File: src/sv/thm_pkg.sv
// Shared types and codes for the task heartbeat monitor.
`default_nettype none

package thm_pkg;

    localparam int NAME_LO_W  = 64;
    localparam int NAME_HI_W  = 56;
    localparam int NAME_W     = NAME_LO_W + NAME_HI_W;
    localparam int NAME_BYTES = 15;
    localparam int TIME_W     = 32;
    localparam int USED_W     = 4;
    localparam int KIND_W     = 2;
    localparam int STATUS_W   = 3;

    localparam logic [KIND_W-1:0] KIND_REG   = 2'd0;
    localparam logic [KIND_W-1:0] KIND_BEAT  = 2'd1;
    localparam logic [KIND_W-1:0] KIND_CHECK = 2'd2;
    localparam logic [KIND_W-1:0] KIND_TICK  = 2'd3;

    localparam logic [STATUS_W-1:0] ST_OK      = 3'd0;
    localparam logic [STATUS_W-1:0] ST_FULL    = 3'd1;
    localparam logic [STATUS_W-1:0] ST_EXISTS  = 3'd2;
    localparam logic [STATUS_W-1:0] ST_UNKNOWN = 3'd3;
    localparam logic [STATUS_W-1:0] ST_OVERDUE = 3'd4;

    // Request token that walks the row of slot cells
    typedef struct packed {
        logic [KIND_W-1:0]    kind;
        logic [NAME_LO_W-1:0] name_lo;
        logic [NAME_HI_W-1:0] name_hi;
        logic [TIME_W-1:0]    tmo;
        logic [TIME_W-1:0]    now;
        logic [USED_W-1:0]    used;
        logic                 found;
        logic                 fail;
        logic [NAME_LO_W-1:0] fail_lo;
        logic [NAME_HI_W-1:0] fail_hi;
    } tok_t;

endpackage

`default_nettype wire

File: src/sv/thm_cell.sv
// One task slot: stores a name, timeout and last beat, and updates the passing token.
`default_nettype none

module thm_cell #(
    parameter int INDEX = 0
) (
    input  wire logic         clk,
    input  wire logic         rst_n,
    input  wire logic         in_valid,
    input  wire thm_pkg::tok_t in_tok,
    output logic              out_valid,
    output thm_pkg::tok_t     out_tok
);
    import thm_pkg::*;

    localparam logic [USED_W-1:0] SLOT_ID = USED_W'(INDEX);

    logic [NAME_LO_W-1:0] name_lo_reg, name_lo_next;
    logic [NAME_HI_W-1:0] name_hi_reg, name_hi_next;
    logic [TIME_W-1:0]    tmo_reg, tmo_next;
    logic [TIME_W-1:0]    beat_reg, beat_next;
    logic                 valid_reg, valid_next;
    tok_t                 tok_reg, tok_next;

    logic                 active;
    logic                 match;
    logic [TIME_W-1:0]    elapsed;
    logic                 over;

    assign active  = in_valid && (SLOT_ID < in_tok.used);
    assign match   = (name_lo_reg == in_tok.name_lo) && (name_hi_reg == in_tok.name_hi);
    assign elapsed = in_tok.now - beat_reg;
    assign over    = elapsed > tmo_reg;

    always_comb
    begin
        name_lo_next = name_lo_reg;
        name_hi_next = name_hi_reg;
        tmo_next     = tmo_reg;
        beat_next    = beat_reg;
        valid_next   = in_valid;
        tok_next     = in_tok;
        case (in_tok.kind)
            KIND_REG:
            begin
                if (active && match)
                begin
                    tok_next.found = 1'b1;
                end
                // first free slot: every used slot has already been compared
                if (in_valid && (SLOT_ID == in_tok.used) && !in_tok.found)
                begin
                    name_lo_next = in_tok.name_lo;
                    name_hi_next = in_tok.name_hi;
                    tmo_next     = in_tok.tmo;
                    beat_next    = in_tok.now;
                end
            end
            KIND_BEAT:
            begin
                if (active && match && !in_tok.found)
                begin
                    beat_next      = in_tok.now;
                    tok_next.found = 1'b1;
                end
            end
            KIND_CHECK:
            begin
                // later slots overwrite, so the last overdue name wins
                if (active && over)
                begin
                    tok_next.fail    = 1'b1;
                    tok_next.fail_lo = name_lo_reg;
                    tok_next.fail_hi = name_hi_reg;
                end
            end
            default:
            begin
            end
        endcase
    end

    always_ff @(posedge clk)
    begin
        name_lo_reg <= name_lo_next;
        name_hi_reg <= name_hi_next;
        tmo_reg     <= tmo_next;
        beat_reg    <= beat_next;
        tok_reg     <= tok_next;
    end

    always_ff @(posedge clk or negedge rst_n)
    begin
        if (!rst_n)
        begin
            valid_reg <= 1'b0;
        end
        else
        begin
            valid_reg <= valid_next;
        end
    end

    assign out_valid = valid_reg;
    assign out_tok   = tok_reg;

endmodule

`default_nettype wire

File: src/sv/thm_ctrl.sv
// Front end and commit logic: name clean-up, token launch, global state and result register.
`default_nettype none

module thm_ctrl #(
    parameter int MAX_TASKS = 8
) (
    input  wire logic         clk,
    input  wire logic         rst_n,
    input  wire logic         s_tvalid,
    output logic              s_tready,
    input  wire logic [151:0] s_tdata,
    input  wire logic [1:0]   s_tuser,
    output logic              m_tvalid,
    input  wire logic         m_tready,
    output logic [127:0]      m_tdata,
    output logic              launch_valid,
    output thm_pkg::tok_t     launch_tok,
    input  wire logic         ret_valid,
    input  wire thm_pkg::tok_t ret_tok
);
    import thm_pkg::*;

    localparam logic [USED_W-1:0] MAX_USED = USED_W'(MAX_TASKS);

    // Zero every byte that follows the first zero byte
    function automatic logic [NAME_W-1:0] norm_name(input logic [NAME_W-1:0] raw);
        logic [NAME_W-1:0] res;
        logic              keep;
        res = '0;
        for (int i = 0; i < NAME_BYTES; i++)
        begin
            keep = 1'b1;
            for (int j = 0; j < i; j++)
            begin
                if (raw[j*8 +: 8] == 8'd0)
                begin
                    keep = 1'b0;
                end
            end
            if (keep)
            begin
                res[i*8 +: 8] = raw[i*8 +: 8];
            end
        end
        return res;
    endfunction

    logic                 busy_reg, busy_next;
    logic                 launch_valid_reg, launch_valid_next;
    tok_t                 launch_tok_reg, launch_tok_next;
    logic                 pend_valid_reg, pend_valid_next;
    tok_t                 pend_tok_reg, pend_tok_next;
    logic                 out_valid_reg, out_valid_next;
    logic [127:0]         out_data_reg, out_data_next;
    logic [USED_W-1:0]    used_reg, used_next;
    logic [TIME_W-1:0]    time_reg, time_next;
    logic [NAME_LO_W-1:0] failed_lo_reg, failed_lo_next;
    logic [NAME_HI_W-1:0] failed_hi_reg, failed_hi_next;

    logic                 accept;
    logic                 commit;
    logic [NAME_W-1:0]    clean_name;
    logic [STATUS_W-1:0]  status;

    assign accept     = s_tvalid && s_tready;
    assign commit     = pend_valid_reg && (!out_valid_reg || m_tready);
    assign clean_name = norm_name(s_tdata[NAME_W-1:0]);

    always_comb
    begin
        launch_tok_next         = launch_tok_reg;
        launch_tok_next.kind    = s_tuser;
        launch_tok_next.name_lo = clean_name[NAME_LO_W-1:0];
        launch_tok_next.name_hi = clean_name[NAME_W-1:NAME_LO_W];
        launch_tok_next.tmo     = s_tdata[NAME_W +: TIME_W];
        launch_tok_next.now     = time_reg;
        launch_tok_next.used    = used_reg;
        launch_tok_next.found   = 1'b0;
        launch_tok_next.fail    = 1'b0;
        launch_tok_next.fail_lo = '0;
        launch_tok_next.fail_hi = '0;
        launch_valid_next       = accept;
        pend_valid_next         = pend_valid_reg;
        pend_tok_next           = pend_tok_reg;
        busy_next               = busy_reg;
        out_valid_next          = out_valid_reg;
        out_data_next           = out_data_reg;
        used_next               = used_reg;
        time_next               = time_reg;
        failed_lo_next          = failed_lo_reg;
        failed_hi_next          = failed_hi_reg;
        status                  = ST_OK;

        if (accept)
        begin
            busy_next = 1'b1;
        end
        if (ret_valid)
        begin
            pend_valid_next = 1'b1;
            pend_tok_next   = ret_tok;
        end

        case (pend_tok_reg.kind)
            KIND_REG:
            begin
                if (used_reg >= MAX_USED)
                begin
                    status = ST_FULL;
                end
                else if (pend_tok_reg.found)
                begin
                    status = ST_EXISTS;
                end
                else if (commit)
                begin
                    used_next = used_reg + USED_W'(1);
                end
            end
            KIND_BEAT:
            begin
                if (!pend_tok_reg.found)
                begin
                    status = ST_UNKNOWN;
                end
            end
            KIND_CHECK:
            begin
                if (pend_tok_reg.fail)
                begin
                    status = ST_OVERDUE;
                    if (commit)
                    begin
                        failed_lo_next = pend_tok_reg.fail_lo;
                        failed_hi_next = pend_tok_reg.fail_hi;
                    end
                end
            end
            default:
            begin
                if (commit)
                begin
                    time_next = time_reg + TIME_W'(1);
                end
            end
        endcase

        if (out_valid_reg && m_tready)
        begin
            out_valid_next = 1'b0;
        end
        if (commit)
        begin
            pend_valid_next = 1'b0;
            busy_next       = 1'b0;
            out_valid_next  = 1'b1;
            out_data_next   = {4'd0, failed_hi_next, failed_lo_next,
                               (failed_lo_next[7:0] != 8'd0), status};
        end
    end

    always_ff @(posedge clk)
    begin
        launch_tok_reg <= launch_tok_next;
        pend_tok_reg   <= pend_tok_next;
        out_data_reg   <= out_data_next;
    end

    always_ff @(posedge clk or negedge rst_n)
    begin
        if (!rst_n)
        begin
            busy_reg         <= 1'b0;
            launch_valid_reg <= 1'b0;
            pend_valid_reg   <= 1'b0;
            out_valid_reg    <= 1'b0;
            used_reg         <= '0;
            time_reg         <= '0;
            failed_lo_reg    <= '0;
            failed_hi_reg    <= '0;
        end
        else
        begin
            busy_reg         <= busy_next;
            launch_valid_reg <= launch_valid_next;
            pend_valid_reg   <= pend_valid_next;
            out_valid_reg    <= out_valid_next;
            used_reg         <= used_next;
            time_reg         <= time_next;
            failed_lo_reg    <= failed_lo_next;
            failed_hi_reg    <= failed_hi_next;
        end
    end

    assign s_tready     = !busy_reg;
    assign m_tvalid     = out_valid_reg;
    assign m_tdata      = out_data_reg;
    assign launch_valid = launch_valid_reg;
    assign launch_tok   = launch_tok_reg;

endmodule

`default_nettype wire

File: src/sv/task_heartbeat_monitor_unit.sv
// Top level of the task heartbeat monitor: control front end and a row of slot cells.
//
//  channel | dir | handshake          | payload
//  --------+-----+--------------------+-------------------------------------------------
//  s_*     | in  | s_tvalid/s_tready  | tuser: kind; tdata: name_low, name_high, timeout
//  m_*     | out | m_tvalid/m_tready  | tdata: status, failed flag, failed name low/high
//
//  One item at a time: a request token walks the slot cells, one cell per clock.
//  The launch register, each slot cell, the pending register and the output register lie
//  between input and m_tvalid; s_tready returns as m_tvalid rises, so items do not overlap.
//  A waiting result does not block the next input transaction; a second result
//  is held until the output register drains.
//  Reset clears the slot count, time and failed name; slot contents need none.
`default_nettype none

module task_heartbeat_monitor_unit #(
    parameter int MAX_TASKS = 8
) (
    input  wire logic         clk,
    input  wire logic         rst_n,
    input  wire logic         s_tvalid,
    output logic              s_tready,
    input  wire logic [151:0] s_tdata,   // name_low[63:0], name_high[119:64], timeout_limit[151:120]
    input  wire logic [1:0]   s_tuser,   // kind[1:0]
    output logic              m_tvalid,
    input  wire logic         m_tready,
    output logic [127:0]      m_tdata    // status[2:0], failed_present[3],
                                         // failed_name_low[67:4], failed_name_high[123:68], zero
);
    import thm_pkg::*;

    logic [MAX_TASKS:0] chain_valid;
    tok_t               chain_tok [0:MAX_TASKS];

    thm_ctrl #(
        .MAX_TASKS(MAX_TASKS)
    ) u_ctrl (
        .clk         (clk),
        .rst_n       (rst_n),
        .s_tvalid    (s_tvalid),
        .s_tready    (s_tready),
        .s_tdata     (s_tdata),
        .s_tuser     (s_tuser),
        .m_tvalid    (m_tvalid),
        .m_tready    (m_tready),
        .m_tdata     (m_tdata),
        .launch_valid(chain_valid[0]),
        .launch_tok  (chain_tok[0]),
        .ret_valid   (chain_valid[MAX_TASKS]),
        .ret_tok     (chain_tok[MAX_TASKS])
    );

    for (genvar g = 0; g < MAX_TASKS; g++)
    begin : g_cell
        thm_cell #(
            .INDEX(g)
        ) u_cell (
            .clk      (clk),
            .rst_n    (rst_n),
            .in_valid (chain_valid[g]),
            .in_tok   (chain_tok[g]),
            .out_valid(chain_valid[g+1]),
            .out_tok  (chain_tok[g+1])
        );
    end

    // at most one token in the row
    a_one_token: assert property (@(posedge clk) disable iff (!rst_n)
        $onehot0(chain_valid))
        else $error("more than one token in the slot row");

    // ready only with an empty row
    a_ready_empty: assert property (@(posedge clk) disable iff (!rst_n)
        s_tready |-> (chain_valid == '0))
        else $error("input ready while a token is in flight");

    // an input transaction launches a token and closes the input
    a_launch: assert property (@(posedge clk) disable iff (!rst_n)
        (s_tvalid && s_tready) |=> (chain_valid[0] && !s_tready))
        else $error("input transaction did not launch a token");

endmodule

`default_nettype wire
File: config.mk
export PLATFORM = sky130hd
export DESIGN_NAME = task_heartbeat_monitor_unit
export DESIGN_NICKNAME = d
export VERILOG_FILES = /design/src/sv/thm_pkg.sv /design/src/sv/thm_cell.sv /design/src/sv/thm_ctrl.sv /design/src/sv/task_heartbeat_monitor_unit.sv
export SDC_FILE = /design/constraint.sdc
export NUM_CORES = 2
export LEC_CHECK = 0
export BUFFER_PORTS_ARGS = -buffer_cell sky130_fd_sc_hd__buf_2
export CAP_MARGIN = 20
export CORE_MARGIN = 1.5
export CORE_UTILIZATION = 25
export DETAILED_ROUTE_END_ITERATION = 16
export PLACE_DENSITY_LB_ADDON = 0.3
export SLEW_MARGIN = 20
export SYNTH_ARGS = -nofsm -noshare
export SYNTH_HDL_FRONTEND = slang
export SYNTH_SLANG_ARGS = --single-unit
File: constraint.sdc
create_clock -name clk -period 40.7 [get_ports clk]
set_input_delay 2.035 -clock clk [delete_from_list [all_inputs] [get_ports clk]]
set_output_delay 2.035 -clock clk [all_outputs]
set_load 0.02 [all_outputs]
======== After elaboration in Yosys (flattened, before gate mapping) ========
Index checks and enable logic that the tools add are counted.
cells by class
  $lt $le $gt $ge ......................... 17
  reduce and logical (&&, ||, !) cells .... 124
  add/sub/neg operators ................... 10
  multiplexer cells ....................... 92
  equal/unequal tests ..................... 57
  bitwise gates (word level) .............. 3
operators with widths
  kind                                                    number
  two-way mux 121 bit                                     15
  == test 64 bit                                          8
  two-way mux 32 bit                                      16
  case mux 32 bit (2 select lines)                        8
  == test 56 bit                                          8
  > comparator 32 bit                                     8
  subtractor 32 bit                                       8
  two-way mux 64 bit                                      3
  two-way mux 56 bit                                      3
  logical NOT 8 bit                                       14
  logical AND 1 bit                                       57
  two-way mux 1 bit                                       35
  adder 32 x 1 -> 32 bit (second input constant)          1
  inequality test 2 x 1 -> 1 bit (second input constant)  16
  AND reduction 3 bit                                     8
  nonzero test 2 bit                                      11
  AND reduction 2 bit                                     10
  == test 2 x 1 -> 1 bit (second input constant)          9
  == test 2 bit (second input constant)                   9
  logical NOT 2 bit                                       9
  == test 3 x 4 -> 1 bit (first input constant)           4
  < comparator 3 x 4 -> 1 bit (first input constant)      4
  case mux 1 bit (2 select lines)                         7
  logical NOT 1 bit                                       9
  other kinds (16)                                        23
storage, ports and cells
  bits of input ports ..................... 158
  bits in registers ....................... 4386
  word-level logic and storage cells ...... 451

======== Longest topological paths before layout ========
  word-level depth ........................ 15
  gate-level depth with buffers ........... 25
  depth with buffers taken out ............ 23

======== Hierarchy ========
From an unflattened synthesis, not the netlist that was laid out.
unflattened totals
  cell total of the unflattened synthesis .. 10821
  area total of the unflattened synthesis .. 158742.2 sq um
by module, submodules not included
  module                       cells each  times used  area each (sq um)  sequential area each (sq um)
  thm_ctrl                     1171        1           19585.0            15254.6
  thm_cell (g_cell[7].u_cell)  1242        1           17824.6            11796.3
  thm_cell (g_cell[6].u_cell)  1227        1           17729.5            11796.3
  thm_cell (g_cell[3].u_cell)  1204        1           17618.1            11796.3
  thm_cell (g_cell[4].u_cell)  1201        1           17226.5            11796.3
  thm_cell (g_cell[2].u_cell)  1206        1           17207.8            11796.3
  thm_cell (g_cell[1].u_cell)  1189        1           17194.0            11796.3
  thm_cell (g_cell[5].u_cell)  1195        1           17194.0            11796.3
  thm_cell (g_cell[0].u_cell)  1186        1           17162.7            11796.3

======== Least setup slack after synthesis ========
No wires, ideal clock.
  kind .................................... reg2reg
  from .................................... reg g_cell[2].u_cell.tok_reg, in the netlist g_cell[2].u_cell.out_tok[311]
  to ...................................... reg g_cell[3].u_cell.beat_reg[0], enable pin
  arrival time ............................ 16898 ps
  data required time ...................... 40272 ps
  library setup time ...................... 428 ps
  setup slack ............................. 23374 ps
  period minus slack after synthesis ...... 17326 ps
  cell stages (with the launch flop) ...... 3
  path through ............................ dfxtp_1 > nor4_1 > o21bai_1
on the way
  word-level cells in the longest chain between the ends .. 3
  elaborated cells between the ends (all ways) .. 6
  classes of those cells .................. eq/ne: 3; reduce/logical: 3
ends and longest elaborated chain
  item                                                                                   line            text
  start: declaration                                                                     thm_cell.sv:23  tok_t tok_reg, tok_next;
  start signal: assignment                                                               thm_cell.sv:89  tok_reg <= tok_next;
  == test 2 x 1 -> 1 bit or logical NOT 2 bit (tied branches)                            thm_cell.sv:43  case (in_tok.kind)
  inequality test 2 x 1 -> 1 bit (no source line) or nonzero test 2 bit (tied branches)  --
  AND reduction 3 bit (no source line) *                                                 --
  end signal: assignment                                                                 thm_cell.sv:88  beat_reg <= beat_next;
  end: declaration                                                                       thm_cell.sv:21  logic [TIME_W-1:0] beat_reg, beat_next;
Mark *: on every way between the ends. The rest lies on a longest branch, timed or not.
A chain may end at the register's enable or synchronous reset.

==> summary.txt <==
Run status
  • Status: complete, no violations

Yosys
  • Top cell type's share of synthesized area: 0.343
  • Syn avg cell area: 14.7 sq um
  • Area contributors post-synth: edfxtp_1 (34%), dfxtp_1 (33%), mux2_2 (7.1%)
  • Cells after synthesis: 10.3k
  • Main flop type after synthesis: dfxtp_1
  • Yosys warning count: 0
  • Seq cells post-synth: approximately 4.4k
  • Async S/R FF share, synth: 0.0383
  • Post-synth EDFFs: roughly 1.7k
  • Sequential area share after synthesis: 0.704
  • Number of library cell types mapped by synthesis: 87
  • Cell area after synthesis: about 0.15 sq mm
  • Cell taking the most area after synthesis: edfxtp_1

STA
  • Final setup fails: 0
  • Final Hold Fails: 0
  • Crit path time final: 7.54 ns
  • PnR worst setup slack: between 30 and 40 ns
  • Max Clock Skew: 0.105 ns
  • Fin Setup TNS: 0 ns
  • Final cycle utilization of the critical path: 0.185
  • Max Clk Rate: 0.133 GHz
  • Unrepaired setup endpoints after global routing: false
  • Worst slew margin: 0.240
  • Final slew viol count: 0
  • Slew @ Worst Pin: 1.13 ns

Worst setup path
  • R2R depth: 20
  • Worst Setup SP: g_cell[2].u_cell.out_tok[126]
  • Crit path launch type: flop
  • CP max FO: between 60 and 70
  • Critical Path End Type: flop
  • Worst r2r src: g_cell[2].u_cell.out_tok[126]
  • CP required: 41.58 ns
  • Kind of critical path: reg -> reg
  • Crit path arrival time: 8.41 ns

Layout
  • Final std cells w/o fill: 19.4k
  • Commonest non-fill, non-tap cell in the layout: dfxtp_1
  • Area grow syn2layout: 18.3%
  • Layout cells sized above 1: 0.187
  • Max FFs per register: 2308
  • Net count, final: 11.6k
  • Most frequent cells in the layout: dfxtp_1 (2498), edfxtp_1 (1720), mux2_2 (950), inv_1 (851), xnor2_1 (549)
  • Fin area: approximately 0.18 sq mm

Power
  • Maximum vdd drop: 0.0373 mV
  • Combinational share of power: 0.068
  • Proportion of power drawn by flip-flops and latches: 0.510
  • Pleak: 71.3 nW
  • Power Density: 57.5 mW/mm^2
  • Clk pwr share: 0.422
  • Net switching power: approximately 0.0025 W
  • Cell Int Power: 0.00771 W
  • Switch share: 0.246
  • Total power: 0.0102 W

Placement
  • I/O Buffers: 283
  • Placed Instance Area: 0.162 sq mm
  • Final RePlAce weighted congestion: 0.884
  • Pre-CTS setup slack: 33.26 ns
  • Final HPWL DP: 356 mm
  • Placed insts: between 15k and 20k

Die
  • Initial core utilization: 0.251
  • Die area: 0.606 sq mm
  • Site Rows: 284
  • Die width: 779 microns
  • I/O Pins: 288
  • CORE AREA: 0.599 sq mm
  • Die height: 779 microns

Routing
  • Iter 0 DRT Violations: 5954
  • First drt pass iteration count: 6
  • DRC viols: 0
  • Avg WL per Cell: 23.5 microns
  • Final Routed Wirelength: roughly 450 mm
  • Final ANT Viol Nets: 0
  • Vias per cell: 4.12
  • Via Count: 79.7k

Flow run
  • Max-cap violations: 0

Clocking
  • TritonCTS Buffers: approximately 460
  • Setup Fix Bufs, Post-CTS: 0
  • Worst-Skew Late Latency: 1.03 ns
  • Post-CTS sizing: 0
  • CTS Root Cell: clkbuf_16
  • Cts hold-fix bufs: 0
  • TritonCTS clock tree: done
  • Max clock buf depth: 4
  • Worst-path clk slew: 0.07 ns
  • H-tree depth: 5
  • CTS sink cnt: 4386

Worst hold path
  • Hold Crit Class: reg -> reg
  • Hold path depth: 0
  • Hold_sp: g_cell[4].u_cell.out_tok[199]

Global routing
  • Largest net degree at the start of global routing: about 120
  • GRT Total Usage: 0.145
  • Vias in the first global route: 79.9k
  • Grt total ovfl: 0
  • First-pass GRT wire length: 626 mm
  • Initial antenna violation count: 80
## per-stage QoR
| step | util | hold slack [ns] |
|---|---|---|
| floorplan | - | 0.323 |
| global placement | 0.271 | 0.328 |
| detailed placement | 0.271 | 0.331 |
| CTS | 0.297 | 0.323 |
| global route | 0.297 | 0.318 |
| finish | 0.297 | 0.316 |
## power groups by stage
stage	Sequential (W)	Clock (W)	Combinational [W]
final	0.00522	0.00431	0.000692
after floorplan	0.00523	0	0.000358
after global routing	0.00525	0.00458	0.000760
after CTS	0.00522	0.00441	0.000713
after detailed placement	0.00532	0	0.000708
after global placement	0.00532	0	0.000701
## path summary, 6_finish.rpt
| check | slack [ns] | end |
|---|---|---|
| worst max-delay path | 33.16 | g_cell[3].u_cell.out_tok[46] |
| max in group asynchronous | 37.86 | u_ctrl.time_reg[16] |
| min in group asynchronous | 0.93 | u_ctrl.failed_hi_reg[34] |
| worst min-delay path | 0.32 | g_cell[5].u_cell.out_tok[199] |
| worst min register to register | 0.32 | g_cell[5].u_cell.out_tok[199] |
| worst max register to register | 33.16 | g_cell[3].u_cell.out_tok[46] |
## layer usage
layer | wire length, microns | vias to the layer above | track usage
met2 | 194000 | 2000 | 0.219
li1 | - | 38000 | -
met1 | 227000 | 39100 | 0.218
met4 | 13800 | 18 | 0.0408
met3 | 20000 | 599 | 0.0178
met5 | 107 | - | 0
## critical path, stage by stage (launching register included)
cell,delay [ns]
dfxtp_1,0.32
inv_1,0.05
ha_1,0.16
inv_1,0.06
fa_1,0.43
a211oi_1,0.34
nor4_1,0.10
or4_1,0.59
o221a_2,0.35
o21ai_0,0.33
a31oi_1,0.22
a221oi_1,0.33
xnor2_1,0.12
ha_1,0.31
nand4_1,0.19
nor4_1,0.64
o21ai_0,0.45
a31oi_4,0.27
buf_4,0.70
buf_4,0.81
mux2_2,0.42
## area by class of cell
class	instances	area, sq um
clock buffers	655	13300
diodes	27	67.6
repair buffers	342	1970
clock inverters	219	2500
inverters	851	3190
fillers	59800	421000
flip-flops and latches	4386	106000
multi-input cells	4885	41000
well taps	8008	10000
## cell usage after synthesis, types with 12 or more instances
cell type / number
nand2b_1: 44
and2_1: 210
inv_1: 851
xnor2_1: 549
nand4_1: 207
mux2_2: 950
a211oi_1: 30
buf_2: 53
o21a_1: 45
dfxtp_1: 2498
a221o_1: 14
o221ai_1: 13
a31oi_1: 27
o22ai_1: 93
dfrtp_1: 168
a22o_1: 26
and3_1: 66
nor3_1: 45
a21oi_1: 282
clkbuf_1: 76
o31ai_1: 13
a2111oi_0: 12
nand3_1: 80
nor2_1: 179
nand2_1: 152
o21bai_1: 43
o21ai_0: 156
a21o_1: 170
edfxtp_1: 1720
xor2_1: 386
o2bb2ai_1: 60
o31a_1: 19
nor2b_1: 65
nor4_1: 174
a221oi_1: 59
or2_2: 20
o211ai_1: 21
ha_1: 507
## logic make-up (layout without fill, tap and decap cells)
group                    Yosys count  count (layout)  synth area share
flip-flops                      4386            4386             0.704
multiplexers                     963             963            0.0721
XOR/XNOR                         935             935            0.0544
buffers and inverters            985            2067            0.0251
AO/OA/AOI/OAI                   1173            1173            0.0532
other                              1              31         0.0000249
adder cells (fa/ha/maj)          515             515            0.0432
AND/OR/NAND/NOR                 1295            1295            0.0480
(Power assumes the default switching activity.)
